==> src/sv/bwlp_pkg.sv <==
// ----------------------------------------------------------------------------
// bwlp_pkg
// Types, widths and codes shared by the biquad low-pass controller and datapath.
// ----------------------------------------------------------------------------
`default_nettype none

package bwlp_pkg;

    // field and datapath widths
    localparam int DATA_W            = 16;
    localparam int COEF_W            = 32;
    localparam int DELAY_W           = 32;
    localparam int PROD_W            = COEF_W + DELAY_W;
    localparam int ACC_W             = PROD_W + 3;
    localparam int ADDR_W            = 2;
    localparam int FB_SHIFT          = 30;
    localparam int FRAC_BITS_DEFAULT = 14;

    // configuration register indexes
    typedef enum logic [ADDR_W-1:0] {
        REG_ENABLE = 2'd0,
        REG_B0     = 2'd1,
        REG_A1     = 2'd2,
        REG_A2     = 2'd3
    } bwlp_reg_idx_t;

    // controller states
    typedef enum logic [3:0] {
        ST_IDLE,
        ST_MUL_A1,
        ST_MUL_A2,
        ST_FB_ADD,
        ST_W_CALC,
        ST_MUL_BW,
        ST_MUL_BW1,
        ST_MUL_BW2,
        ST_Y_ADD,
        ST_FINISH,
        ST_BYPASS
    } bwlp_state_t;

    // multiplier operand pairs
    typedef enum logic [2:0] {
        MUL_A1_W1,
        MUL_A2_W2,
        MUL_B0_W,
        MUL_B0_W1,
        MUL_B0_W2
    } bwlp_mul_sel_t;

    // accumulator operations
    typedef enum logic [2:0] {
        ACC_HOLD,
        ACC_LOAD_FB,
        ACC_LOAD_Y,
        ACC_ADD,
        ACC_ADD_DBL
    } bwlp_acc_op_t;

    // commands from controller to datapath
    typedef struct packed {
        logic          capture;
        bwlp_mul_sel_t mul_sel;
        bwlp_acc_op_t  acc_op;
        logic          w_load;
        logic          out_load;
        logic          out_bypass;
        logic          delay_shift;
    } bwlp_cmd_t;

endpackage

`default_nettype wire

==> src/sv/bwlp_datapath.sv <==
// ----------------------------------------------------------------------------
// bwlp_datapath
// Coefficient registers, delay words, shared 32x32 multiplier and accumulator.
// ----------------------------------------------------------------------------
`default_nettype none

module bwlp_datapath #(
    parameter int FRAC_BITS = bwlp_pkg::FRAC_BITS_DEFAULT
) (
    input  wire logic                              aclk,
    input  wire logic                              aresetn,
    input  wire logic                              cfg_wr_en,
    input  wire logic [bwlp_pkg::ADDR_W-1:0]       cfg_addr,
    input  wire logic [bwlp_pkg::COEF_W-1:0]       cfg_wr_data,
    input  wire logic [bwlp_pkg::DATA_W-1:0]       sample_in,
    input  wire bwlp_pkg::bwlp_cmd_t               cmd,
    output logic                                   filter_enable,
    output logic [bwlp_pkg::DATA_W-1:0]            filtered_out
);

    localparam int XS_W    = 38;
    localparam int Y_SHIFT = bwlp_pkg::FB_SHIFT + FRAC_BITS;
    localparam logic signed [bwlp_pkg::ACC_W-1:0] ACC_ONE = 1;
    localparam logic signed [bwlp_pkg::ACC_W-1:0] FB_HALF = ACC_ONE <<< (bwlp_pkg::FB_SHIFT - 1);
    localparam logic signed [bwlp_pkg::ACC_W-1:0] Y_HALF  = ACC_ONE <<< (Y_SHIFT - 1);
    localparam logic signed [bwlp_pkg::ACC_W-1:0] Y_MAX   = 32767;
    localparam logic signed [bwlp_pkg::ACC_W-1:0] Y_MIN   = -32768;

    logic                                    enable_reg;
    logic signed [bwlp_pkg::COEF_W-1:0]      b0_reg, a1_reg, a2_reg;
    logic signed [bwlp_pkg::DELAY_W-1:0]     delay_one_reg, delay_two_reg;
    logic signed [bwlp_pkg::DATA_W-1:0]      x_reg;
    logic signed [bwlp_pkg::DELAY_W-1:0]     w_reg, w_next;
    logic signed [bwlp_pkg::PROD_W-1:0]      prod_reg, prod_next;
    logic signed [bwlp_pkg::ACC_W-1:0]       acc_reg, acc_next;
    logic [bwlp_pkg::DATA_W-1:0]             out_data_reg, out_data_next;
    logic signed [bwlp_pkg::COEF_W-1:0]      mul_a;
    logic signed [bwlp_pkg::DELAY_W-1:0]     mul_b;
    logic signed [bwlp_pkg::ACC_W-1:0]       prod_ext, prod_dbl;
    logic signed [bwlp_pkg::ACC_W-1:0]       fb_full, y_full;
    logic signed [XS_W-1:0]                  xs_ext, w_full;
    logic                                    w_ovf;

    // configuration registers
    always_ff @(posedge aclk) begin
        if (!aresetn) begin
            enable_reg <= 1'b0;
            b0_reg     <= '0;
            a1_reg     <= '0;
            a2_reg     <= '0;
        end else if (cfg_wr_en) begin
            unique case (cfg_addr)
                bwlp_pkg::REG_ENABLE: enable_reg <= cfg_wr_data[0];
                bwlp_pkg::REG_B0:     b0_reg     <= cfg_wr_data;
                bwlp_pkg::REG_A1:     a1_reg     <= cfg_wr_data;
                bwlp_pkg::REG_A2:     a2_reg     <= cfg_wr_data;
                default:              ;
            endcase
        end
    end

    assign filter_enable = enable_reg;

    // multiplier operand select
    always_comb begin
        unique case (cmd.mul_sel)
            bwlp_pkg::MUL_A1_W1: begin mul_a = a1_reg; mul_b = delay_one_reg; end
            bwlp_pkg::MUL_A2_W2: begin mul_a = a2_reg; mul_b = delay_two_reg; end
            bwlp_pkg::MUL_B0_W:  begin mul_a = b0_reg; mul_b = w_reg;         end
            bwlp_pkg::MUL_B0_W1: begin mul_a = b0_reg; mul_b = delay_one_reg; end
            bwlp_pkg::MUL_B0_W2: begin mul_a = b0_reg; mul_b = delay_two_reg; end
            default:             begin mul_a = b0_reg; mul_b = w_reg;         end
        endcase
    end

    assign prod_next = mul_a * mul_b;

    // accumulator with rounding bias preloaded
    assign prod_ext = {{3{prod_reg[bwlp_pkg::PROD_W-1]}}, prod_reg};
    assign prod_dbl = {{2{prod_reg[bwlp_pkg::PROD_W-1]}}, prod_reg, 1'b0};

    always_comb begin
        unique case (cmd.acc_op)
            bwlp_pkg::ACC_HOLD:    acc_next = acc_reg;
            bwlp_pkg::ACC_LOAD_FB: acc_next = prod_ext + FB_HALF;
            bwlp_pkg::ACC_LOAD_Y:  acc_next = prod_ext + Y_HALF;
            bwlp_pkg::ACC_ADD:     acc_next = acc_reg + prod_ext;
            bwlp_pkg::ACC_ADD_DBL: acc_next = acc_reg + prod_dbl;
            default:               acc_next = acc_reg;
        endcase
    end

    // feedback word with overflow fallback to the scaled sample
    assign xs_ext  = XS_W'(x_reg) <<< FRAC_BITS;
    assign fb_full = acc_reg >>> bwlp_pkg::FB_SHIFT;
    assign w_full  = xs_ext - fb_full[XS_W-1:0];
    assign w_ovf   = (w_full[XS_W-1:bwlp_pkg::DELAY_W-1] != '0) &&
                     (w_full[XS_W-1:bwlp_pkg::DELAY_W-1] != '1);
    assign w_next  = w_ovf ? xs_ext[bwlp_pkg::DELAY_W-1:0] : w_full[bwlp_pkg::DELAY_W-1:0];

    // rounded and saturated result
    assign y_full = acc_reg >>> Y_SHIFT;

    always_comb begin
        if (cmd.out_bypass) begin
            out_data_next = x_reg;
        end else if (y_full > Y_MAX) begin
            out_data_next = Y_MAX[bwlp_pkg::DATA_W-1:0];
        end else if (y_full < Y_MIN) begin
            out_data_next = Y_MIN[bwlp_pkg::DATA_W-1:0];
        end else begin
            out_data_next = y_full[bwlp_pkg::DATA_W-1:0];
        end
    end

    // working registers
    always_ff @(posedge aclk) begin
        prod_reg <= prod_next;
        acc_reg  <= acc_next;
        if (cmd.capture) begin
            x_reg <= sample_in;
        end
        if (cmd.w_load) begin
            w_reg <= w_next;
        end
        if (cmd.out_load) begin
            out_data_reg <= out_data_next;
        end
    end

    // delay line
    always_ff @(posedge aclk) begin
        if (!aresetn) begin
            delay_one_reg <= '0;
            delay_two_reg <= '0;
        end else if (cmd.delay_shift) begin
            delay_two_reg <= delay_one_reg;
            delay_one_reg <= w_reg;
        end
    end

    assign filtered_out = out_data_reg;

endmodule

`default_nettype wire

==> src/sv/bwlp_ctrl.sv <==
// ----------------------------------------------------------------------------
// bwlp_ctrl
// Sequencer for one sample: feedback products, feedback word, output products, or pass-through.
// ----------------------------------------------------------------------------
`default_nettype none

module bwlp_ctrl (
    input  wire logic                 aclk,
    input  wire logic                 aresetn,
    input  wire logic                 s_tvalid,
    output logic                      s_tready,
    output logic                      m_tvalid,
    input  wire logic                 m_tready,
    input  wire logic                 filter_enable,
    output bwlp_pkg::bwlp_cmd_t       cmd
);

    bwlp_pkg::bwlp_state_t state_reg, state_next;
    logic                  out_valid_reg, out_valid_next;
    logic                  out_free;

    assign out_free = !out_valid_reg || m_tready;

    // state register
    always_ff @(posedge aclk) begin
        if (!aresetn) begin
            state_reg     <= bwlp_pkg::ST_IDLE;
            out_valid_reg <= 1'b0;
        end else begin
            state_reg     <= state_next;
            out_valid_reg <= out_valid_next;
        end
    end

    // next state
    always_comb begin
        unique case (state_reg)
            bwlp_pkg::ST_IDLE: begin
                if (s_tvalid) begin
                    state_next = filter_enable ? bwlp_pkg::ST_MUL_A1 : bwlp_pkg::ST_BYPASS;
                end else begin
                    state_next = bwlp_pkg::ST_IDLE;
                end
            end
            bwlp_pkg::ST_MUL_A1:  state_next = bwlp_pkg::ST_MUL_A2;
            bwlp_pkg::ST_MUL_A2:  state_next = bwlp_pkg::ST_FB_ADD;
            bwlp_pkg::ST_FB_ADD:  state_next = bwlp_pkg::ST_W_CALC;
            bwlp_pkg::ST_W_CALC:  state_next = bwlp_pkg::ST_MUL_BW;
            bwlp_pkg::ST_MUL_BW:  state_next = bwlp_pkg::ST_MUL_BW1;
            bwlp_pkg::ST_MUL_BW1: state_next = bwlp_pkg::ST_MUL_BW2;
            bwlp_pkg::ST_MUL_BW2: state_next = bwlp_pkg::ST_Y_ADD;
            bwlp_pkg::ST_Y_ADD:   state_next = bwlp_pkg::ST_FINISH;
            bwlp_pkg::ST_FINISH,
            bwlp_pkg::ST_BYPASS: begin
                state_next = out_free ? bwlp_pkg::ST_IDLE : state_reg;
            end
            default:              state_next = bwlp_pkg::ST_IDLE;
        endcase
    end

    // datapath commands
    always_comb begin
        cmd             = '0;
        cmd.mul_sel     = bwlp_pkg::MUL_A1_W1;
        cmd.acc_op      = bwlp_pkg::ACC_HOLD;
        unique case (state_reg)
            bwlp_pkg::ST_IDLE:    cmd.capture = s_tvalid;
            bwlp_pkg::ST_MUL_A1:  cmd.mul_sel = bwlp_pkg::MUL_A1_W1;
            bwlp_pkg::ST_MUL_A2: begin
                cmd.mul_sel = bwlp_pkg::MUL_A2_W2;
                cmd.acc_op  = bwlp_pkg::ACC_LOAD_FB;
            end
            bwlp_pkg::ST_FB_ADD:  cmd.acc_op = bwlp_pkg::ACC_ADD;
            bwlp_pkg::ST_W_CALC:  cmd.w_load = 1'b1;
            bwlp_pkg::ST_MUL_BW:  cmd.mul_sel = bwlp_pkg::MUL_B0_W;
            bwlp_pkg::ST_MUL_BW1: begin
                cmd.mul_sel = bwlp_pkg::MUL_B0_W1;
                cmd.acc_op  = bwlp_pkg::ACC_LOAD_Y;
            end
            bwlp_pkg::ST_MUL_BW2: begin
                cmd.mul_sel = bwlp_pkg::MUL_B0_W2;
                cmd.acc_op  = bwlp_pkg::ACC_ADD_DBL;
            end
            bwlp_pkg::ST_Y_ADD:   cmd.acc_op = bwlp_pkg::ACC_ADD;
            bwlp_pkg::ST_FINISH: begin
                cmd.out_load    = out_free;
                cmd.delay_shift = out_free;
            end
            bwlp_pkg::ST_BYPASS: begin
                cmd.out_load   = out_free;
                cmd.out_bypass = 1'b1;
            end
            default:              ;
        endcase
    end

    // output valid tracking
    always_comb begin
        if (cmd.out_load) begin
            out_valid_next = 1'b1;
        end else if (m_tready) begin
            out_valid_next = 1'b0;
        end else begin
            out_valid_next = out_valid_reg;
        end
    end

    assign s_tready = (state_reg == bwlp_pkg::ST_IDLE);
    assign m_tvalid = out_valid_reg;

    // a waiting result is never overwritten
    a_no_overwrite: assert property (@(posedge aclk) disable iff (!aresetn)
        (cmd.out_load |-> (!out_valid_reg || m_tready)))
        else $error("result overwritten while waiting");

    // delay words move only when a filtered result is delivered to the output register
    a_shift_with_load: assert property (@(posedge aclk) disable iff (!aresetn)
        (cmd.delay_shift |-> (cmd.out_load && !cmd.out_bypass)))
        else $error("delay shift without filtered result");

    // an accepted sample starts the filter or the pass-through path
    a_accept_path: assert property (@(posedge aclk) disable iff (!aresetn)
        ((s_tvalid && s_tready) |=>
            ((state_reg == bwlp_pkg::ST_MUL_A1 && $past(filter_enable)) ||
             (state_reg == bwlp_pkg::ST_BYPASS && !$past(filter_enable)))))
        else $error("wrong path after accept");

    // the feedback word is loaded right after the feedback sum completes
    a_w_after_fb: assert property (@(posedge aclk) disable iff (!aresetn)
        (cmd.w_load |-> ($past(state_reg) == bwlp_pkg::ST_FB_ADD)))
        else $error("feedback word loaded out of sequence");

endmodule

`default_nettype wire

==> src/sv/butterworth_biquad_lowpass_core.sv <==
// ----------------------------------------------------------------------------
// butterworth_biquad_lowpass_core
// Second-order low-pass biquad, direct form II, one 16-bit sample per request.
// ----------------------------------------------------------------------------
// A filtered sample steps from ST_IDLE through ST_MUL_A1, ST_MUL_A2, ST_FB_ADD,
// ST_W_CALC, ST_MUL_BW, ST_MUL_BW1, ST_MUL_BW2 and ST_Y_ADD to ST_FINISH, where
// its result is loaded; a pass-through sample (filter_enable clear) goes to
// ST_BYPASS and is loaded there. The input accepts the next sample in the cycle
// after the result is loaded, and a finished result waits in its state until the
// previous one leaves on m_tready. The sequence is set by the one shared 32x32
// multiplier, which forms a1*w1, a2*w2, b0*w, b0*w1 and b0*w2 in turn, each
// product registered before it enters the 67-bit accumulator.
// Coefficients must be written via cfg_wr_en/cfg_addr/cfg_wr_data only while
// no sample is in flight, unenforced: index 0 filter_enable, 1 b0, 2 a1, 3 a2 (Q2.30).
`default_nettype none

module butterworth_biquad_lowpass_core #(
    parameter int FRAC_BITS = bwlp_pkg::FRAC_BITS_DEFAULT
) (
    input  wire logic                          aclk,
    input  wire logic                          aresetn,
    input  wire logic                          s_tvalid,
    output logic                               s_tready,
    input  wire logic [15:0]                   s_tdata,     // [15:0] sample_in
    output logic                               m_tvalid,
    input  wire logic                          m_tready,
    output logic [15:0]                        m_tdata,     // [15:0] filtered_out
    input  wire logic                          cfg_wr_en,
    input  wire logic [bwlp_pkg::ADDR_W-1:0]   cfg_addr,
    input  wire logic [bwlp_pkg::COEF_W-1:0]   cfg_wr_data
);

    bwlp_pkg::bwlp_cmd_t cmd;
    logic                filter_enable;

    // sequencer
    bwlp_ctrl u_ctrl (
        .aclk          (aclk),
        .aresetn       (aresetn),
        .s_tvalid      (s_tvalid),
        .s_tready      (s_tready),
        .m_tvalid      (m_tvalid),
        .m_tready      (m_tready),
        .filter_enable (filter_enable),
        .cmd           (cmd)
    );

    // arithmetic and state
    bwlp_datapath #(
        .FRAC_BITS (FRAC_BITS)
    ) u_datapath (
        .aclk          (aclk),
        .aresetn       (aresetn),
        .cfg_wr_en     (cfg_wr_en),
        .cfg_addr      (cfg_addr),
        .cfg_wr_data   (cfg_wr_data),
        .sample_in     (s_tdata),
        .cmd           (cmd),
        .filter_enable (filter_enable),
        .filtered_out  (m_tdata)
    );

endmodule

`default_nettype wire
==> config.mk <==
export PLATFORM = sky130hd
export DESIGN_NAME = butterworth_biquad_lowpass_core
export DESIGN_NICKNAME = d
export VERILOG_FILES = /design/src/sv/bwlp_pkg.sv /design/src/sv/bwlp_datapath.sv /design/src/sv/bwlp_ctrl.sv /design/src/sv/butterworth_biquad_lowpass_core.sv
export SDC_FILE = /design/constraint.sdc
export NUM_CORES = 2
export LEC_CHECK = 0
export ABC_AREA = 1
export BUFFER_PORTS_ARGS = -buffer_cell sky130_fd_sc_hd__buf_2
export CAP_MARGIN = 10
export CORE_MARGIN = 3
export CORE_UTILIZATION = 65
export CTS_CLUSTER_DIAMETER = 50
export DETAILED_ROUTE_END_ITERATION = 8
export PLACE_DENSITY = 0.82
export SYNTH_ARGS = -nofsm -noshare
export SYNTH_HDL_FRONTEND = slang
export SYNTH_HIERARCHICAL = 1
export SYNTH_SLANG_ARGS = --single-unit
==> constraint.sdc <==
create_clock -name aclk -period 15.5 [get_ports aclk]
set_clock_uncertainty 0.05 [all_clocks]
set_input_delay 1.55 -clock aclk [delete_from_list [all_inputs] [get_ports aclk]]
set_output_delay 1.55 -clock aclk [all_outputs]
set_load 0.01 [all_outputs]
==> summary.txt <==
Status
  – Status: finished with violations
  – Failing checks: design-rule violations

Layout
  – Nets@finish: 10533
  – Share of cells above drive strength 1: 3.463%
  – Max FFs per register: 67
  – Non-Filler Instances: 10399
  – # fillers: 7667
  – Multi-input gate area: 0.04752 mm^2
  – FF+latch area: 0.008538 mm^2
  – Syn-to-layout area delta: 4.950%

Power
  – Leakage power: 37.42 nW
  – Power per Cell Area: 176.0 mW/mm^2
  – Peak VDD IR: 165.9 uV

STA
  – Final slew viol count: 0
  – Period utilisation layout: 69.96%
  – RSZ-0062 raised after global routing: no
  – Setup TNS: 0 ns
  – Final setup violating endpoints: 0
  – Rel. slew slack: 18.03%
  – Minimum clock period: 10.84 ns
  – Worst-margin pin slew: 1.230 ns
  – Final Hold Violating Endpoints: 0
  – Fmax: 0.09222 GHz

Synth
  – Area leader, netlist: fa_1
  – Post-Syn Nets: 10618
  – Number of synthesized flops with an enable pin: 131
  – Post-synthesis sequential element count: 361
  – Top cell type's share of synthesized area: 33.06%
  – Synth Instances: 9140
  – Warnings from Yosys: 6
  – Synth cell types: 53
  – Syn avg cell area: 7.182 um^2
  – Mapped cell area: 0.06565 mm^2
  – Ys flop type: dfxtp_1
  – Share of synthesized flip-flops with an asynchronous set or reset: 0%
  – Synth top area cells: fa_1, nand2_1, inv_1, dfxtp_1, ha_1
  – Post-synthesis sequential area ratio: 13.01%

Global routing
  – Vias in the first global route: 64492
  – GRT Total Usage: 46.93%
  – Initial antenna violation count: 6
  – Gr ovfl total: 0
  – Largest net degree at the start of global routing: 83
  – First-pass GRT wire length: 368.0 mm

Floorplanning
  – Initial core utilization: 66.12%
  – Ports: 73
  – Chip height: 323.8 um
  – Die W: 323.8 um
  – Core area: 0.09928 mm^2
  – Die ar.: 0.1048 mm^2
  – Row count: 115

Worst setup path
  – Max stage delay cell, worst path: fa_1
  – Worst Path Max Fanout: 32
  – Most frequent CP cell: inv_1
  – Critical Path Max Stage Delay: 1.16 ns
  – Worst Path Arrival: 11.34 ns
  – Crit. End Element: register
  – FF-to-FF Start: u_ctrl/state_reg[2]
  – Critical Path Start Type: register
  – Worst R2R Path Depth: 39
  – WS Path Type: reg2reg
  – Reg2reg end: u_datapath/prod_reg[63]
  – Worst reg2reg setup slack: 4.66 ns
  – Worst Path Required: 16.00 ns

Min path
  – Hold EP: u_datapath/a1_reg[15]
  – HP Class: reg2reg
  – Worst Hold Depth: 2
  – Hold Crit Start: u_datapath/a1_reg[15]

Placement
  – Placer Congestion: 1.113
  – DP Wirelength: 193.4 mm
  – Port Buffers: 72
  – DP Cell Count: 10289

Run
  – Max Cap Viol: 0

Clock tree
  – Hold Buf Count CTS: 0
  – TritonCTS clock tree: done
  – Total CTS buffers: 51
  – Clk_lat worst skew: 0.65 ns
  – Clock Pin Slew Worst Setup and Hold Paths: 0.06 ns
  – Clock root buffer: clkbuf_16
  – PostCTS Resize Cnt: 0
  – Clk buf depth: 3
  – Sink Count: 361
  – Post-CTS Setup Bufs: 0
  – # H-tree levels: 2

Routing
  – Total wire length: 240.6 mm
  – Drt wl/cell: 23.13 um
  – Routed vias/inst: 5.979
  – Final ANT Viol Nets: 0
  – Residual DRC count: 3
  – Pre-antenna DRT Iters: 9
  – DR iter-0 viols: 6940
  – Vias: 62178
-- synthesized netlist by cell type (all sizes together), types with 16 or more instances --
| cell type | count |
|---|---|
| a21oi | 467 |
| nand2 | 2336 |
| nor4 | 27 |
| nor2 | 690 |
| o211ai | 56 |
| buf | 36 |
| edfxtp | 131 |
| o21bai | 34 |
| a21o | 16 |
| or2 | 26 |
| o22ai | 29 |
| xor2 | 96 |
| nand3 | 351 |
| nor3 | 45 |
| xnor2 | 41 |
| fa | 1084 |
| dfxtp | 230 |
| nand4 | 104 |
| inv | 2257 |
| nand3b | 23 |
| o21ai | 395 |
| clkbuf | 261 |
| ha | 339 |
-- how the worst max path moves through the flow --
stage / startpoint / to / slack, ns / cells past startpoint
after floorplan: u_ctrl/state_reg[1] / u_datapath/prod_reg[63] / 6.82 / 39
after global placement: u_ctrl/state_reg[2] / u_datapath/prod_reg[63] / 4.86 / 39
after detailed placement: u_ctrl/state_reg[2] / u_datapath/prod_reg[63] / 4.76 / 39
after CTS: u_ctrl/state_reg[2] / u_datapath/prod_reg[63] / 4.75 / 39
after global routing: u_ctrl/state_reg[2] / u_datapath/prod_reg[63] / 4.06 / 39
final: u_ctrl/state_reg[2] / u_datapath/prod_reg[63] / 4.66 / 39
-- cell type report --
| type | count | area share, % |
|---|---|---|
| inverter | 2260 | 12.31 |
| clock buffer | 64 | 2.059 |
| antenna | 16 | 0.05811 |
| multi-input combinational | 6222 | 68.97 |
| tap | 1287 | 2.337 |
| timing repair buffer | 159 | 1.475 |
| clock inverter | 30 | 0.3977 |
| sequential | 361 | 12.39 |
-- stage by stage --
stage          total power, W  hold slack [ns]  utilization [%]  setup WS [ns]  area (um^2)
5_1_grt               0.01298           0.4235            69.36          4.059        68860
4_1_cts               0.01177           0.4053            69.35          4.750        68860
3_5_place_dp          0.01046           0.3960            67.65          4.762        67160
2_1_floorplan        0.007470           0.3740                -          6.823        65650
6_report              0.01212           0.4042            69.39          4.656        68900
3_3_place_gp          0.01034           0.3901            67.65          4.864        67160
-- power breakdown --
part,total [W],leakage (nW),internal (W),switching [W]
registers,0.00186,3.13,0.00135,0.000514
logic,0.00908,33.5,0.00288,0.00620
clock network,0.00118,0.837,0.000679,0.000504
total,0.0121,37.4,0.00491,0.00722
-- critical path, delay by kind of cell (launching register included) --
kind | cells | cell delay [ns]
AOI/OAI and AO/OA | 6 | 1.08
adders and majority gates | 9 | 5.31
buffers and inverters | 14 | 2.77
DFF | 1 | 0.45
and+or+nand+nor | 10 | 1.06
-- metal layers --
layer | vias up | GRT usage, % | wire length [um]
met4 | 6 | 37.39 | 22140
met5 | - | 1.995 | 205
met1 | 29223 | 51.46 | 79100
met2 | 4311 | 74.30 | 110300
met3 | 1373 | 16.17 | 28830
li1 | 27265 | - | -
-- placed cells by master (no fill, tap or decap), types with 41 or more instances in the layout --
cell,count
nand2_1,2328
inv_1,2250
fa_1,1084
nor2_1,676
a21oi_1,463
o21ai_0,389
nand3_1,347
ha_1,339
dfxtp_1,230
edfxtp_1,131
nand4_1,104
xor2_1,96
buf_4,88
buf_2,71
o211ai_1,56
clkbuf_16,54
nor3_1,42
xnor2_1,41
-- logic make-up (layout without fill, tap and decap cells) --
kind of cell             count (synthesis)  in the layout  share of synthesized area [%]
AO/OA/AOI/OAI                         1044           1044                          8.600
XOR/XNOR                               137            137                          1.828
adder cells (fa/ha/maj)               1423           1423                          39.52
buffers and inverters                 2557           2513                          14.69
flip-flops                             361            361                          13.01
other                                    0             16                              0
AND/OR/NAND/NOR                       3618           3618                          22.36
Note: power is estimated with default switching activity, not from simulation.
